## src/sv/rlod_pkg.sv

```systemverilog
`default_nettype none

package rlod_pkg;

    localparam int LEVEL_W = 16;
    localparam int FPB_W   = 9;
    localparam int CFG_W   = 16;
    localparam int IDX_W   = 2;

    localparam int MAX_PAIRS_DEF   = 256;
    localparam int SAMPLE_BITS_DEF = 16;

    localparam logic [IDX_W-1:0] REG_FRAMES_PER_BUFFER = 2'd0;
    localparam logic [IDX_W-1:0] REG_FULL_SCALE_LEVEL  = 2'd1;
    localparam logic [IDX_W-1:0] REG_ONSET_THRESHOLD   = 2'd2;
    localparam logic [IDX_W-1:0] REG_REARM_LEVEL       = 2'd3;

    localparam logic [FPB_W-1:0]   FRAMES_PER_BUFFER_RST = 9'd256;
    localparam logic [LEVEL_W-1:0] FULL_SCALE_LEVEL_RST  = 16'd6554;
    localparam logic [LEVEL_W-1:0] ONSET_THRESHOLD_RST   = 16'd58982;
    localparam logic [LEVEL_W-1:0] REARM_LEVEL_RST       = 16'd52429;

    localparam logic [LEVEL_W-1:0] LEVEL_MAX = 16'hFFFF;

endpackage

`default_nettype wire

```

## src/sv/rlod_div.sv

```systemverilog
`default_nettype none

// restoring divider, one quotient bit per cycle
module rlod_div #(
    parameter int N = 40,
    parameter int D = 16
) (
    input  wire logic         aclk,
    input  wire logic         aresetn,
    input  wire logic         start,
    input  wire logic [N-1:0] dividend,
    input  wire logic [D-1:0] divisor,
    output logic              done,
    output logic [N-1:0]      quotient
);

    localparam int CW = $clog2(N + 1);

    logic [N-1:0]  quo_reg, quo_next;
    logic [D-1:0]  rem_reg, rem_next;
    logic [D-1:0]  dvsr_reg, dvsr_next;
    logic [CW-1:0] cnt_reg, cnt_next;
    logic          run_reg, run_next;
    logic          done_reg, done_next;
    logic [D:0]    rem_sh;
    logic [D:0]    rem_diff;

    assign rem_sh   = {rem_reg, quo_reg[N-1]};
    assign rem_diff = rem_sh - {1'b0, dvsr_reg};

    always_comb begin
        quo_next  = quo_reg;
        rem_next  = rem_reg;
        dvsr_next = dvsr_reg;
        cnt_next  = cnt_reg;
        run_next  = run_reg;
        done_next = 1'b0;
        if (start) begin
            quo_next  = dividend;
            rem_next  = '0;
            dvsr_next = divisor;
            cnt_next  = CW'(N);
            run_next  = 1'b1;
        end else if (run_reg) begin
            if (rem_sh >= {1'b0, dvsr_reg}) begin
                rem_next = rem_diff[D-1:0];
                quo_next = {quo_reg[N-2:0], 1'b1};
            end else begin
                rem_next = rem_sh[D-1:0];
                quo_next = {quo_reg[N-2:0], 1'b0};
            end
            cnt_next = cnt_reg - 1'b1;
            if (cnt_reg == CW'(1)) begin
                run_next  = 1'b0;
                done_next = 1'b1;
            end
        end
    end

    always_ff @(posedge aclk) begin
        if (!aresetn) begin
            run_reg  <= 1'b0;
            done_reg <= 1'b0;
            cnt_reg  <= '0;
        end else begin
            run_reg  <= run_next;
            done_reg <= done_next;
            cnt_reg  <= cnt_next;
        end
        quo_reg  <= quo_next;
        rem_reg  <= rem_next;
        dvsr_reg <= dvsr_next;
    end

    assign done     = done_reg;
    assign quotient = quo_reg;

endmodule

`default_nettype wire

```

## src/sv/rlod_sqrt.sv

```systemverilog
`default_nettype none

// integer square root, one root bit per cycle
module rlod_sqrt #(
    parameter int ARG_W = 40
) (
    input  wire logic                   aclk,
    input  wire logic                   aresetn,
    input  wire logic                   start,
    input  wire logic [ARG_W-1:0]       arg,
    output logic                        done,
    output logic [(ARG_W+1)/2-1:0]      root
);

    localparam int RW = (ARG_W + 1) / 2;
    localparam int XW = 2 * RW;
    localparam int CW = $clog2(RW + 1);

    logic [XW-1:0]   x_reg, x_next;
    logic [RW+1:0]   rem_reg, rem_next;
    logic [RW-1:0]   root_reg, root_next;
    logic [CW-1:0]   cnt_reg, cnt_next;
    logic            run_reg, run_next;
    logic            done_reg, done_next;
    logic [RW+3:0]   rem_sh;
    logic [RW+3:0]   trial;
    logic [RW+3:0]   rem_diff;

    assign rem_sh   = {rem_reg, x_reg[XW-1 -: 2]};
    assign trial    = {2'b00, root_reg, 2'b01};
    assign rem_diff = rem_sh - trial;

    always_comb begin
        x_next    = x_reg;
        rem_next  = rem_reg;
        root_next = root_reg;
        cnt_next  = cnt_reg;
        run_next  = run_reg;
        done_next = 1'b0;
        if (start) begin
            x_next    = XW'(arg);
            rem_next  = '0;
            root_next = '0;
            cnt_next  = CW'(RW);
            run_next  = 1'b1;
        end else if (run_reg) begin
            x_next = {x_reg[XW-3:0], 2'b00};
            if (rem_sh >= trial) begin
                rem_next  = rem_diff[RW+1:0];
                root_next = {root_reg[RW-2:0], 1'b1};
            end else begin
                rem_next  = rem_sh[RW+1:0];
                root_next = {root_reg[RW-2:0], 1'b0};
            end
            cnt_next = cnt_reg - 1'b1;
            if (cnt_reg == CW'(1)) begin
                run_next  = 1'b0;
                done_next = 1'b1;
            end
        end
    end

    always_ff @(posedge aclk) begin
        if (!aresetn) begin
            run_reg  <= 1'b0;
            done_reg <= 1'b0;
            cnt_reg  <= '0;
        end else begin
            run_reg  <= run_next;
            done_reg <= done_next;
            cnt_reg  <= cnt_next;
        end
        x_reg    <= x_next;
        rem_reg  <= rem_next;
        root_reg <= root_next;
    end

    assign done = done_reg;
    assign root = root_reg;

endmodule

`default_nettype wire

```

## src/sv/rms_level_onset_detector.sv

```systemverilog
// RMS level meter with onset detection.
// Input channel (s_valid/s_ready): one stereo pair per transaction, signed samples.
// Result channel (m_valid/m_ready): one result per buffer of frames_per_buffer
// pairs (0 read as 1, max MAX_PAIRS): RMS, smoothed and scaled level, onset flag.
// Configuration: cfg_wr_en/cfg_wr_index/cfg_wr_data, one register per cycle.
// Each pair is squared by a shift-add multiplier, one multiplier bit per cycle:
// s_ready stays low from acceptance of a pair until both samples are squared
// and summed, so no new pair is taken before the last one is through.
// The last pair of a buffer then runs the serial divider for the mean square,
// the serial square root and, unless the full-scale level is zero, the divider
// again for scaling.
// The result sits in an output register; new pairs are taken while it waits.
// If the receiver stalls, the block holds at the next buffer end until
// the previous result is taken.
// Reset restores register defaults and clears the sum, pair count, smoothed
// level and previous scaled level; no result is pending after reset.
`default_nettype none

module rms_level_onset_detector #(
    parameter int MAX_PAIRS   = rlod_pkg::MAX_PAIRS_DEF,
    parameter int SAMPLE_BITS = rlod_pkg::SAMPLE_BITS_DEF
) (
    input  wire logic                             aclk,
    input  wire logic                             aresetn,
    input  wire logic                             s_valid,
    output logic                                  s_ready,
    input  wire logic signed [SAMPLE_BITS-1:0]    s_left_sample,
    input  wire logic signed [SAMPLE_BITS-1:0]    s_right_sample,
    output logic                                  m_valid,
    input  wire logic                             m_ready,
    output logic [rlod_pkg::LEVEL_W-1:0]          m_rms_level,
    output logic [rlod_pkg::LEVEL_W-1:0]          m_smoothed_level,
    output logic [rlod_pkg::LEVEL_W-1:0]          m_scaled_level,
    output logic                                  m_onset,
    input  wire logic                             cfg_wr_en,
    input  wire logic [rlod_pkg::IDX_W-1:0]       cfg_wr_index,
    input  wire logic [rlod_pkg::CFG_W-1:0]       cfg_wr_data
);

    localparam int LW     = rlod_pkg::LEVEL_W;
    localparam int FW     = rlod_pkg::FPB_W;
    localparam int SB     = SAMPLE_BITS;
    localparam int L      = $clog2(MAX_PAIRS);
    localparam int CNT_W  = $clog2(MAX_PAIRS + 1);
    localparam int SQ_W   = 2 * SB;
    localparam int SUM_W  = 2 * SB - 2 + L;
    localparam int UP     = (SB <= 17) ? 34 - 2 * SB : 0;
    localparam int DOWN   = (SB > 17) ? 2 * SB - 34 : 0;
    localparam int QW     = SUM_W + UP;
    localparam int ARG_W  = QW - DOWN;
    localparam int RW     = (ARG_W + 1) / 2;
    localparam int DV_W   = (CNT_W + 1 > LW) ? CNT_W + 1 : LW;
    localparam int CMP_W  = (CNT_W > FW) ? CNT_W : FW;
    localparam int BIT_W  = $clog2(SB + 1);

    localparam logic [2:0] ST_IDLE  = 3'd0;
    localparam logic [2:0] ST_SQR   = 3'd1;
    localparam logic [2:0] ST_ACC   = 3'd2;
    localparam logic [2:0] ST_MEAN  = 3'd3;
    localparam logic [2:0] ST_ROOT  = 3'd4;
    localparam logic [2:0] ST_SCALE = 3'd5;
    localparam logic [2:0] ST_OUT   = 3'd6;

    // configuration
    logic [FW-1:0] fpb_reg, fpb_next;
    logic [LW-1:0] full_reg, full_next;
    logic [LW-1:0] thr_reg, thr_next;
    logic [LW-1:0] rearm_reg, rearm_next;

    // control and datapath
    logic [2:0]       state_reg, state_next;
    logic [SB-1:0]    mcand_reg, mcand_next;
    logic [SB-1:0]    mplr_reg, mplr_next;
    logic [SB-1:0]    mag_r_reg, mag_r_next;
    logic [SQ_W-1:0]  prod_reg, prod_next;
    logic [BIT_W-1:0] bit_cnt_reg, bit_cnt_next;
    logic             second_reg, second_next;
    logic [SUM_W-1:0] sum_reg, sum_next;
    logic [CNT_W-1:0] pc_reg, pc_next;
    logic [LW-1:0]    smooth_reg, smooth_next;
    logic [LW-1:0]    prev_reg, prev_next;
    logic [LW-1:0]    rms_reg, rms_next;
    logic [LW-1:0]    scaled_reg, scaled_next;
    logic             div_go_reg, div_go_next;
    logic             sqrt_go_reg, sqrt_go_next;

    // result register
    logic             m_valid_reg, m_valid_next;
    logic [LW-1:0]    m_rms_reg, m_rms_next;
    logic [LW-1:0]    m_smooth_reg, m_smooth_next;
    logic [LW-1:0]    m_scaled_reg, m_scaled_next;
    logic             m_onset_reg, m_onset_next;

    logic [SB-1:0]    raw_l, raw_r, mag_l, mag_r;
    logic [CMP_W-1:0] fpb_ext, max_ext, limit;
    logic [CNT_W-1:0] pc_inc;
    logic             buf_end;
    logic [QW-1:0]    div_dividend, div_quo;
    logic [DV_W-1:0]  div_divisor;
    logic             div_done;
    logic [ARG_W-1:0] sqrt_arg;
    logic [RW-1:0]    sqrt_root;
    logic [RW:0]      root_x;
    logic             sqrt_done;
    logic [LW-1:0]    rms_clamped;
    logic [LW:0]      smooth_sum;
    logic [2*LW-1:0]  scale_num;

    assign raw_l = s_left_sample;
    assign raw_r = s_right_sample;
    assign mag_l = raw_l[SB-1] ? (~raw_l + 1'b1) : raw_l;
    assign mag_r = raw_r[SB-1] ? (~raw_r + 1'b1) : raw_r;

    assign fpb_ext = CMP_W'(fpb_reg);
    assign max_ext = CMP_W'(MAX_PAIRS);
    assign limit   = (fpb_reg == '0) ? CMP_W'(1) :
                     ((fpb_ext > max_ext) ? max_ext : fpb_ext);
    assign pc_inc  = pc_reg + 1'b1;
    assign buf_end = (CMP_W'(pc_inc) >= limit);

    assign scale_num    = {smooth_reg, {LW{1'b0}}} - {{LW{1'b0}}, smooth_reg};
    assign div_dividend = (state_reg == ST_SCALE) ? QW'(scale_num)
                                                  : (QW'(sum_reg) << UP);
    assign div_divisor  = (state_reg == ST_SCALE) ? DV_W'(full_reg)
                                                  : DV_W'({pc_reg, 1'b0});

    assign sqrt_arg    = ARG_W'(div_quo >> DOWN);
    assign root_x      = (RW + 1)'(sqrt_root);
    assign rms_clamped = (root_x > (RW + 1)'(rlod_pkg::LEVEL_MAX)) ? rlod_pkg::LEVEL_MAX
                                                                   : root_x[LW-1:0];
    assign smooth_sum  = {1'b0, smooth_reg} + {1'b0, rms_clamped};

    rlod_div #(
        .N(QW),
        .D(DV_W)
    ) u_div (
        .aclk     (aclk),
        .aresetn  (aresetn),
        .start    (div_go_reg),
        .dividend (div_dividend),
        .divisor  (div_divisor),
        .done     (div_done),
        .quotient (div_quo)
    );

    rlod_sqrt #(
        .ARG_W(ARG_W)
    ) u_sqrt (
        .aclk    (aclk),
        .aresetn (aresetn),
        .start   (sqrt_go_reg),
        .arg     (sqrt_arg),
        .done    (sqrt_done),
        .root    (sqrt_root)
    );

    always_comb begin
        fpb_next   = fpb_reg;
        full_next  = full_reg;
        thr_next   = thr_reg;
        rearm_next = rearm_reg;
        if (cfg_wr_en) begin
            unique case (cfg_wr_index)
                rlod_pkg::REG_FRAMES_PER_BUFFER: fpb_next   = cfg_wr_data[FW-1:0];
                rlod_pkg::REG_FULL_SCALE_LEVEL:  full_next  = cfg_wr_data[LW-1:0];
                rlod_pkg::REG_ONSET_THRESHOLD:   thr_next   = cfg_wr_data[LW-1:0];
                rlod_pkg::REG_REARM_LEVEL:       rearm_next = cfg_wr_data[LW-1:0];
                default: ;
            endcase
        end
    end

    always_comb begin
        state_next    = state_reg;
        mcand_next    = mcand_reg;
        mplr_next     = mplr_reg;
        mag_r_next    = mag_r_reg;
        prod_next     = prod_reg;
        bit_cnt_next  = bit_cnt_reg;
        second_next   = second_reg;
        sum_next      = sum_reg;
        pc_next       = pc_reg;
        smooth_next   = smooth_reg;
        prev_next     = prev_reg;
        rms_next      = rms_reg;
        scaled_next   = scaled_reg;
        div_go_next   = 1'b0;
        sqrt_go_next  = 1'b0;
        m_valid_next  = m_valid_reg && !m_ready;
        m_rms_next    = m_rms_reg;
        m_smooth_next = m_smooth_reg;
        m_scaled_next = m_scaled_reg;
        m_onset_next  = m_onset_reg;

        unique case (state_reg)
            ST_IDLE: begin
                if (s_valid) begin
                    mcand_next   = mag_l;
                    mplr_next    = mag_l;
                    mag_r_next   = mag_r;
                    prod_next    = '0;
                    bit_cnt_next = BIT_W'(SB);
                    second_next  = 1'b0;
                    state_next   = ST_SQR;
                end
            end
            ST_SQR: begin
                prod_next    = {prod_reg[SQ_W-2:0], 1'b0}
                             + (mplr_reg[SB-1] ? SQ_W'(mcand_reg) : '0);
                mplr_next    = {mplr_reg[SB-2:0], 1'b0};
                bit_cnt_next = bit_cnt_reg - 1'b1;
                if (bit_cnt_reg == BIT_W'(1)) begin
                    state_next = ST_ACC;
                end
            end
            ST_ACC: begin
                sum_next = sum_reg + SUM_W'(prod_reg[SQ_W-1:2]);
                if (!second_reg) begin
                    mcand_next   = mag_r_reg;
                    mplr_next    = mag_r_reg;
                    prod_next    = '0;
                    bit_cnt_next = BIT_W'(SB);
                    second_next  = 1'b1;
                    state_next   = ST_SQR;
                end else begin
                    pc_next = pc_inc;
                    if (buf_end) begin
                        div_go_next = 1'b1;
                        state_next  = ST_MEAN;
                    end else begin
                        state_next = ST_IDLE;
                    end
                end
            end
            ST_MEAN: begin
                if (div_done) begin
                    sqrt_go_next = 1'b1;
                    state_next   = ST_ROOT;
                end
            end
            ST_ROOT: begin
                if (sqrt_done) begin
                    rms_next    = rms_clamped;
                    smooth_next = smooth_sum[LW:1];
                    if (full_reg == '0) begin
                        scaled_next = '0;
                        state_next  = ST_OUT;
                    end else begin
                        div_go_next = 1'b1;
                        state_next  = ST_SCALE;
                    end
                end
            end
            ST_SCALE: begin
                if (div_done) begin
                    scaled_next = (div_quo[QW-1:LW] != '0) ? rlod_pkg::LEVEL_MAX
                                                          : div_quo[LW-1:0];
                    state_next  = ST_OUT;
                end
            end
            ST_OUT: begin
                if (!m_valid_reg || m_ready) begin
                    m_valid_next  = 1'b1;
                    m_rms_next    = rms_reg;
                    m_smooth_next = smooth_reg;
                    m_scaled_next = scaled_reg;
                    m_onset_next  = (scaled_reg > thr_reg) && (prev_reg < rearm_reg);
                    prev_next     = scaled_reg;
                    sum_next      = '0;
                    pc_next       = '0;
                    state_next    = ST_IDLE;
                end
            end
            default: begin
                state_next = ST_IDLE;
            end
        endcase
    end

    always_ff @(posedge aclk) begin
        if (!aresetn) begin
            fpb_reg     <= rlod_pkg::FRAMES_PER_BUFFER_RST;
            full_reg    <= rlod_pkg::FULL_SCALE_LEVEL_RST;
            thr_reg     <= rlod_pkg::ONSET_THRESHOLD_RST;
            rearm_reg   <= rlod_pkg::REARM_LEVEL_RST;
            state_reg   <= ST_IDLE;
            sum_reg     <= '0;
            pc_reg      <= '0;
            smooth_reg  <= '0;
            prev_reg    <= '0;
            div_go_reg  <= 1'b0;
            sqrt_go_reg <= 1'b0;
            m_valid_reg <= 1'b0;
        end else begin
            fpb_reg     <= fpb_next;
            full_reg    <= full_next;
            thr_reg     <= thr_next;
            rearm_reg   <= rearm_next;
            state_reg   <= state_next;
            sum_reg     <= sum_next;
            pc_reg      <= pc_next;
            smooth_reg  <= smooth_next;
            prev_reg    <= prev_next;
            div_go_reg  <= div_go_next;
            sqrt_go_reg <= sqrt_go_next;
            m_valid_reg <= m_valid_next;
        end
        mcand_reg    <= mcand_next;
        mplr_reg     <= mplr_next;
        mag_r_reg    <= mag_r_next;
        prod_reg     <= prod_next;
        bit_cnt_reg  <= bit_cnt_next;
        second_reg   <= second_next;
        rms_reg      <= rms_next;
        scaled_reg   <= scaled_next;
        m_rms_reg    <= m_rms_next;
        m_smooth_reg <= m_smooth_next;
        m_scaled_reg <= m_scaled_next;
        m_onset_reg  <= m_onset_next;
    end

    assign s_ready          = (state_reg == ST_IDLE);
    assign m_valid          = m_valid_reg;
    assign m_rms_level      = m_rms_reg;
    assign m_smoothed_level = m_smooth_reg;
    assign m_scaled_level   = m_scaled_reg;
    assign m_onset          = m_onset_reg;

endmodule

`default_nettype wire
```

## config.mk

```make
export PLATFORM = sky130hd
export DESIGN_NAME = rms_level_onset_detector
export DESIGN_NICKNAME = d
export VERILOG_FILES = /design/src/sv/rlod_pkg.sv /design/src/sv/rlod_div.sv /design/src/sv/rlod_sqrt.sv /design/src/sv/rms_level_onset_detector.sv
export SDC_FILE = /design/constraint.sdc
export NUM_CORES = 1
export LEC_CHECK = 0
export ABC_AREA = 1
export BUFFER_PORTS_ARGS = -buffer_cell sky130_fd_sc_hd__buf_2
export CORE_MARGIN = 2
export CORE_UTILIZATION = 45
export DETAILED_ROUTE_END_ITERATION = 10
export HOLD_SLACK_MARGIN = 0.02
export PLACE_DENSITY_LB_ADDON = 0.12
export SYNTH_ARGS = -nofsm -noshare
export SYNTH_HDL_FRONTEND = slang
export SYNTH_SLANG_ARGS = --single-unit
```

## constraint.sdc

```tcl
create_clock -name aclk -period 9.1 [get_ports aclk]
set_clock_uncertainty 0.2 [all_clocks]
set_input_delay 0.91 -clock aclk [delete_from_list [all_inputs] [get_ports aclk]]
set_output_delay 0.91 -clock aclk [all_outputs]
set_load 0.005 [all_outputs]
```

==> results of run 1 <==
-- per-stage QoR --
step | hold WS (ns) | area [um^2]
after global routing | 0.225 | 30600
after detailed placement | 0.205 | 28800
after floorplan | 0.200 | 27500
after CTS | 0.219 | 30600
final | 0.216 | 30600
after global placement | 0.201 | 28800
-- synth_stat cells, types with 2 or more instances --
cell,number
sky130_fd_sc_hd__nand2_1,873
sky130_fd_sc_hd__inv_1,512
sky130_fd_sc_hd__nor2_1,335
sky130_fd_sc_hd__a21oi_1,289
sky130_fd_sc_hd__o21ai_0,272
sky130_fd_sc_hd__edfxtp_1,263
sky130_fd_sc_hd__dfxtp_1,215
sky130_fd_sc_hd__nand3_1,201
sky130_fd_sc_hd__ha_1,148
sky130_fd_sc_hd__clkbuf_1,69
sky130_fd_sc_hd__xor2_1,49
sky130_fd_sc_hd__nor3_1,48
sky130_fd_sc_hd__nand4_1,35
sky130_fd_sc_hd__o22ai_1,35
sky130_fd_sc_hd__o211ai_1,34
sky130_fd_sc_hd__nand3b_1,23
sky130_fd_sc_hd__buf_2,20
sky130_fd_sc_hd__xnor2_1,15
sky130_fd_sc_hd__o21bai_1,14
sky130_fd_sc_hd__o21ai_1,13
sky130_fd_sc_hd__nand2_2,10
sky130_fd_sc_hd__or2_2,9
sky130_fd_sc_hd__inv_2,8
sky130_fd_sc_hd__a21o_1,7
sky130_fd_sc_hd__a31oi_1,7
sky130_fd_sc_hd__nor2_2,7
sky130_fd_sc_hd__nor4_1,7
sky130_fd_sc_hd__a211oi_1,5
sky130_fd_sc_hd__buf_1,5
sky130_fd_sc_hd__buf_6,5
sky130_fd_sc_hd__clkinv_1,5
sky130_fd_sc_hd__o21a_1,5
sky130_fd_sc_hd__a21boi_0,4
sky130_fd_sc_hd__a22oi_1,4
sky130_fd_sc_hd__and2_1,4
sky130_fd_sc_hd__fa_1,4
sky130_fd_sc_hd__nor2_4,4
sky130_fd_sc_hd__nor3b_1,4
sky130_fd_sc_hd__a21oi_2,3
sky130_fd_sc_hd__nand3_2,3
sky130_fd_sc_hd__nor3_2,3
sky130_fd_sc_hd__o2111ai_1,2
-- metal layers --
metal  global-route usage  up-vias
li1                     -    12041
met1                0.340    10603
met2                0.371      459
met3               0.0261       83
met4               0.0539        0
met5                    0        -
-- cell type report --
cell class | instances | area (um^2) | share of cell area
timing repair buffer | 129 | 706 | 0.0231
clock buffer | 81 | 1610 | 0.0525
inverter | 525 | 1970 | 0.0644
sequential | 478 | 12200 | 0.399
multi-input combinational | 2487 | 12900 | 0.422
clock inverter | 21 | 219 | 0.00716
tap | 782 | 978 | 0.0320
-- kinds of logic (layout without fill, tap and decap cells) --
kind of cell / after synthesis / after routing / share of synthesized area
fa+ha+maj: 152 / 152 / 0.0702
buf+inv: 626 / 756 / 0.0882
flops: 478 / 478 / 0.443
xor+xnor: 64 / 64 / 0.0204
compound gates: 699 / 699 / 0.137
simple gates: 1572 / 1572 / 0.240
-- worst register-to-register path: stages (launching register included) --
cell	delay [ns]
sky130_fd_sc_hd__edfxtp_1	0.64
sky130_fd_sc_hd__nand2_1	0.12
sky130_fd_sc_hd__inv_1	0.07
sky130_fd_sc_hd__ha_1	0.21
sky130_fd_sc_hd__inv_1	0.08
sky130_fd_sc_hd__fa_1	0.41
sky130_fd_sc_hd__o21ai_1	0.29
sky130_fd_sc_hd__nand2_1	0.09
sky130_fd_sc_hd__nand2_1	0.15
sky130_fd_sc_hd__nand2_1	0.06
sky130_fd_sc_hd__nand2_1	0.09
sky130_fd_sc_hd__nand2_1	0.14
sky130_fd_sc_hd__o21ai_0	0.15
sky130_fd_sc_hd__nor3b_1	0.21
-- final timing paths --
path                           from  slack, ns                    endpoint
max reg2reg  mplr_reg[15]$_DFFE_PP_       5.98  prod_reg[29]$_SDFFCE_PP0P_
min           rms_reg[12]$_DFFE_PP_       0.22   m_rms_level[12]$_DFFE_PP_
max          mplr_reg[15]$_DFFE_PP_       5.98  prod_reg[29]$_SDFFCE_PP0P_
min reg2reg   rms_reg[12]$_DFFE_PP_       0.22   m_rms_level[12]$_DFFE_PP_
-- power groups by stage --
stage	combinational (W)	sequential, W	clock (W)
2_1_floorplan	0.00111	0.00272	0
3_3_place_gp	0.00146	0.00278	0
3_5_place_dp	0.00147	0.00279	0
4_1_cts	0.00148	0.00274	0.00227
5_1_grt	0.00169	0.00277	0.00235
6_report	0.00148	0.00275	0.00221
==> results.txt, run 1 <==
----------------------------------------------------
[Pwr]
  Overall Power ... 0.00644 W
  Sequential share of power ... 0.427
  Combinational share of power ... 0.229
  Cell-internal power ... 0.00434 W
  Switching Fraction ... 0.325
  Clock Power Share ... 0.344
  Max IR drop VDD ... 0.169 mV
  P_sw ... 0.00209 W
  Ratio of total power to cell area ... 210 mW/mm^2
  Static Leak ... 14.1 nW

[Routing]
  Routed wirelength normalized by instance count ... 16.3 um
  Number of vias in the routed layout ... 23186
  Number of search-and-repair iterations in the first detailed-routing pass ... 5
  Starting DRT DRC Count ... 1668
  Length of routed met3 wiring ... 3260 um
  Highest metal used ... met4
  Post-detailed-route DRC marker count ... 0
  Detailed-route wire length ... 73400 um
  Per-cell via count in the routed design ... 5.15
  Residual antenna-violating net count after detailed routing ... 0
  Routed length on met2 ... 32300 um
  Wire length on met1 ... 36500 um

[Timing]
  Fmax ... 321 MHz
  Count of endpoints failing hold in the final timing report ... 0
  Slew at the pin closest to its max-slew limit ... 0.919 ns
  Total negative slack ... 0 ns
  Final-report setup violation count ... 0
  Worst-case headroom to the max-slew limit ... 0.387
  Worst path setup slack after routing ... 5.98 ns
  Shortest period the worst path allows ... 3.12 ns
  Final number of max-transition violations ... 0
  RSZ-0062 raised after global routing ... false
  Crit share post-route ... 0.343

[Place]
  Worst slack at placement ... 5.74 ns
  Total half-perimeter wirelength after legalization and detailed placement ... 54500 um
  Number of port buffers ... 105
  Gp weighted congestion ... 0.924
  Cell total after placement ... 4401

[Synthesis]
  Register area share after synthesis ... 0.443
  Dominant cells by area after synthesis ... sky130_fd_sc_hd__edfxtp_1 (29%), sky130_fd_sc_hd__dfxtp_1 (16%), sky130_fd_sc_hd__nand2_1 (12%)
  Cells after synthesis ... 3591
  Syn nets ... 3798
  Post-synthesis area per instance ... 7.66 um^2
  Number of enable flip-flop cells after synthesis ... 263
  Post-synth top area share ... 0.287
  Flop and latch count out of synthesis ... 478
  Post-synth design cell area ... 0.0275 mm^2
  Share of async-settable or async-resettable flops after synthesis ... 0
  Synth Flop Type ... sky130_fd_sc_hd__edfxtp_1
  Unique masters post-synth ... 55
  Library cell occupying the most area in the post-synthesis netlist ... sky130_fd_sc_hd__edfxtp_1
  Synthesis Warnings ... 0

[GRT]
  Global-route wire length before repair ... 118000 um
  All-layer global routing usage ... 0.233
  Maximum number of pins on one net before global-route repair ... 86
  Remaining global-route overflow ... 0
  Via count of the first global-routing pass ... 21835
  Antenna violations before repair ... 0

[Worst hold path]
  Hold path depth ... 0
  Class of the tightest hold or removal check ... register to register

[Final layout]
  Finished Layout Cells ... 4503
  Post-route core utilization ... 0.507
  Count of fill cells added during filler insertion ... 5991
  Antenna cell count ... 0
  Leading cell type in the layout, fill and taps excluded ... sky130_fd_sc_hd__nand2_1
  Area Growth Syn to Fin ... 11.2%
  Fraction of final layout cells sized beyond drive strength 1 ... 0.0723
  Most frequent cells in the layout ... sky130_fd_sc_hd__nand2_1 (873), sky130_fd_sc_hd__inv_1 (511), sky130_fd_sc_hd__nor2_1 (334)
  Final #Nets ... 3882

[Clocking]
  CTS tree ... done
  Post-CTS Setup Bufs ... 0
  Worst skew pair latency ... 0.62 ns
  Clk pin slew, worst setup/hold paths ... 0.06 ns
  Maximum clock path buffer count ... 3
  H-tree Lvls ... 2
  Total of cells resized after clock tree synthesis ... 0
  Hold-fix buffers, CTS ... 0
  Clk sinks ... 478
  Number of buffers created by CTS ... 54
  Clock root buffer master ... sky130_fd_sc_hd__clkbuf_16

[Flow run]
  Max-cap check violation count ... 0

[Die]
  Count of boundary I/O pins ... 106
  Initial core utilization ... 0.456
  Row count ... 90
  Die outline height ... 251 um
  Die footprint ... 0.0631 mm^2
  Core region area ... 0.0604 mm^2
  Die width ... 251 um

[Status]
  Status ... finished, final reports clean

[Setup path]
  Data required, critical path ... 9.32 ns
  Most common cell type on the critical path ... sky130_fd_sc_hd__nand2_1
  Cells traversed along the worst timing path ... nand2_1 -> inv_1 -> ha_1 -> inv_1 -> fa_1 -> o21ai_1 -> nand2_1 -> nand2_1 -> nand2_1 -> nand2_1 -> nand2_1 -> o21ai_0 -> nor3b_1
  Worst-path cell with the longest stage delay ... sky130_fd_sc_hd__edfxtp_1
  Stage delay of the slowest cell on the critical path ... 0.64 ns
  Arrival time at the worst endpoint ... 3.34 ns
  Setup Crit Path Kind ... register to register
  Logic depth of the worst path, buffers included ... 13
  Critical path fanouts, max ... 16
  Count of buffering cells on the critical path with inverters included ... 2
  Worst reg2reg path depth ... 13
  CP Capture Type ... register
  Kind of start point of the critical path ... register
  Kind of cell adding the most delay to the critical path ... simple AND/OR/NAND/NOR gates

----------------------------------------------------
Note: power is estimated with default switching activity, not from simulation.
==> run 2, diff against run 1 <==
clock period = 3.15 ns   (was 9.1 ns; I/O delays follow)
==> results.txt, run 2 (same netlist as run 1, synthesis figures left out) <==
----------------------------------------------------
[Status]
  Status ... finished, final reports clean

[Setup path]
  Arrival time at the worst endpoint ... 3.25 ns (-0.09 ns)
  Worst-path cell with the longest stage delay ... sky130_fd_sc_hd__dlygate4sd3_1
  Kind of start point of the critical path ... primary input
  Stage delay of the slowest cell on the critical path ... 0.55 ns (-0.09 ns)
  Data required, critical path ... 3.42 ns (-5.90 ns)
  Critical path fanouts, max ... 3 (-13)
  Setup Crit Path Kind ... primary input to register
  CP Capture Type ... register
  Kind of cell adding the most delay to the critical path ... buffers and inverters
  Cells traversed along the worst timing path ... dlygate4sd3_1 -> buf_2 -> nor2_1 -> nand2_1 -> nor2_1 -> nand4_1 -> nor2_1 -> nand4_1 -> or2_2 -> nand2_1 -> nand2_1 -> dlygate4sd3_1 -> nand2_1 -> dlygate4sd3_1
  Count of buffering cells on the critical path with inverters included ... 4 (+2)
  Most common cell type on the critical path ... sky130_fd_sc_hd__nand2_1

[Clocking]
  CTS tree ... done
  Total of cells resized after clock tree synthesis ... 0 (unchanged)
  Worst skew pair latency ... 0.61 ns (about the same)
  Number of buffers created by CTS ... 53 (-1.9%)
  Post-CTS Setup Bufs ... 0 (unchanged)
  Maximum clock path buffer count ... 3 (unchanged)
  Clock root buffer master ... sky130_fd_sc_hd__clkbuf_16
  Clk pin slew, worst setup/hold paths ... 0.06 ns (about the same)
  Clk sinks ... 478 (unchanged)
  H-tree Lvls ... 2 (unchanged)

[Timing]
  Worst-case headroom to the max-slew limit ... 0.381 (-0.00606)
  Fmax ... 336 MHz
  Shortest period the worst path allows ... 2.97 ns
  RSZ-0062 raised after global routing ... false
  Worst hold slack after final layout ... 0.0709 ns (-0.146 ns)
  Count of endpoints failing hold in the final timing report ... 0 (unchanged)
  Crit share post-route ... 0.944
  Total negative slack ... 0 ns (unchanged)
  Final number of max-transition violations ... 0 (unchanged)
  Final-report setup violation count ... 0 (unchanged)
  Slew at the pin closest to its max-slew limit ... 0.929 ns (+0.0101 ns)

[Routing]
  Detailed-route wire length ... 75000 um (+2.2%)
  Residual antenna-violating net count after detailed routing ... 0 (unchanged)
  Per-cell via count in the routed design ... 5.18 (+0.67%)
  Starting DRT DRC Count ... 1706 (+2.3%)
  Number of search-and-repair iterations in the first detailed-routing pass ... 7 (+2)
  Number of vias in the routed layout ... 23736 (+2.4%)
  Post-detailed-route DRC marker count ... 0 (unchanged)
  Routed wirelength normalized by instance count ... 16.4 um (+0.49%)

[Final layout]
  Final #Nets ... 3958 (+2.0%)
  Most frequent cells in the layout ... sky130_fd_sc_hd__nand2_1 (873), sky130_fd_sc_hd__inv_1 (511), sky130_fd_sc_hd__nor2_1 (334)
  Leading cell type in the layout, fill and taps excluded ... sky130_fd_sc_hd__nand2_1
  Fraction of final layout cells sized beyond drive strength 1 ... 0.0790 (+0.00674)
  Area Growth Syn to Fin ... 14.2%

[Die]
  Die footprint ... 0.0631 mm^2 (unchanged)
  Core region area ... 0.0604 mm^2 (unchanged)
  Die width ... 251 um (unchanged)
  Initial core utilization ... 0.456 (unchanged)
  Count of boundary I/O pins ... 106 (unchanged)
  Die outline height ... 251 um (unchanged)
  Row count ... 90 (unchanged)

[Pwr]
  Static Leak ... 14.5 nW (+2.9%)
  P_sw ... 0.00608 W (+190%)
  Switching Fraction ... 0.320 (-0.00449)
  Combinational share of power ... 0.232 (+0.003)
  Clock Power Share ... 0.351 (+0.007)
  Ratio of total power to cell area ... 604 mW/mm^2 (+190%)
  Max IR drop VDD ... 0.622 mV (+270%)
  Sequential share of power ... 0.417 (-0.010)
  Cell-internal power ... 0.0129 W (+200%)

[GRT]
  Maximum number of pins on one net before global-route repair ... 74 (-14%)
  Antenna violations before repair ... 1 (+1)
  Global-route wire length before repair ... 120000 um (+1.9%)
  Remaining global-route overflow ... 0 (unchanged)
  All-layer global routing usage ... 0.238 (+0.00460)
  Via count of the first global-routing pass ... 22286 (+2.1%)

[Place]
  Total half-perimeter wirelength after legalization and detailed placement ... 55600 um (+2.0%)
  Gp weighted congestion ... 0.917 (-0.80%)
  Number of port buffers ... 105 (unchanged)

[Worst hold path]
  Class of the tightest hold or removal check ... primary input to register

[Flow run]
  Max-cap check violation count ... 0 (unchanged)

----------------------------------------------------
-- run 2: changes by cell type in the layout (fill, tap and decap cells not counted), sizes merged --
cell         before  now
diode             0    1
buf             129  151
clkinv           16   21
bufinv            3    7
clkbuf           81   70
dlygate4sd3       0   55
-- run 2: cell type report --
cell class | instances | area [um^2]
diodes | 1 | 2.50
fillers | 5897 | 28900
clock buffers | 70 | 1530
inverters | 525 | 1970
multi-input cells | 2487 | 12900
well taps | 782 | 978
flip-flops and latches | 478 | 12200
clock inverters | 30 | 368
repair buffers | 206 | 1460
-- run 2: per-layer routing --
layer	vias up	wire (um)	global-route usage
met1	10820	36400	0.340
met3	148	3480	0.0277
met4	0	2870	0.0949
met2	573	32300	0.366
li1	12195	-	-
met5	-	0	0
-- run 2: path summary, 6_finish.rpt --
kind	startpoint	cells past startpoint	to	slack, ns
setup / recovery	s_right_sample[1]	14	mag_r_reg[13]$_DFFE_PP_	0.18
setup reg to reg	pc_reg[0]$_SDFFE_PN0P_	14	state_reg[1]$_SDFFE_PN0P_	0.41
hold reg to reg	rms_reg[12]$_DFFE_PP_	0	m_rms_level[12]$_DFFE_PP_	0.22
hold / removal	cfg_wr_en	4	full_reg[9]$_SDFFE_PN0P_	0.07
-- run 2: worst reg2reg max path, delay by kind of cell, from the launching register on --
| family | cells | cell delay (ns) |
|---|---|---|
| and+or+nand+nor | 8 | 0.99 |
| DFF | 1 | 0.43 |
| adders and majority gates | 2 | 0.50 |
| xor gates and xnor gates | 1 | 0.23 |
| AOI/OAI and AO/OA | 3 | 0.27 |
-- run 2: repair_timing --
action / 4_1_cts / 5_1_grt
endpoints found under the setup margin: 0 / 0
hold endpoints to repair: 90 / 0
hold buffers: 55 / 0
-- run 2: stage by stage --
| step | total power, W | utilization | setup WS [ns] | cells | cell area [um^2] |
|---|---|---|---|---|---|
| floorplan | 0.0110 | - | 0.332 | 3591 | 27500 |
| global placement | 0.0123 | 0.480 | 0.486 | 4423 | 29000 |
| detailed placement | 0.0123 | 0.480 | 0.414 | 4423 | 29000 |
| CTS | 0.0191 | 0.521 | 0.243 | 4578 | 31400 |
| global route | 0.0201 | 0.521 | 0.0333 | 4578 | 31400 |
| finish | 0.0190 | 0.521 | 0.176 | 4579 | 31400 |
-- run 2: power by group through the flow --
stage	Sequential [W]	Combinational [W]	Clock, W
after floorplan	0.00782	0.00321	0
after global placement	0.00802	0.00431	0
after detailed placement	0.00802	0.00431	0
after CTS	0.00790	0.00440	0.00680
after global routing	0.00799	0.00504	0.00704
final	0.00791	0.00440	0.00666
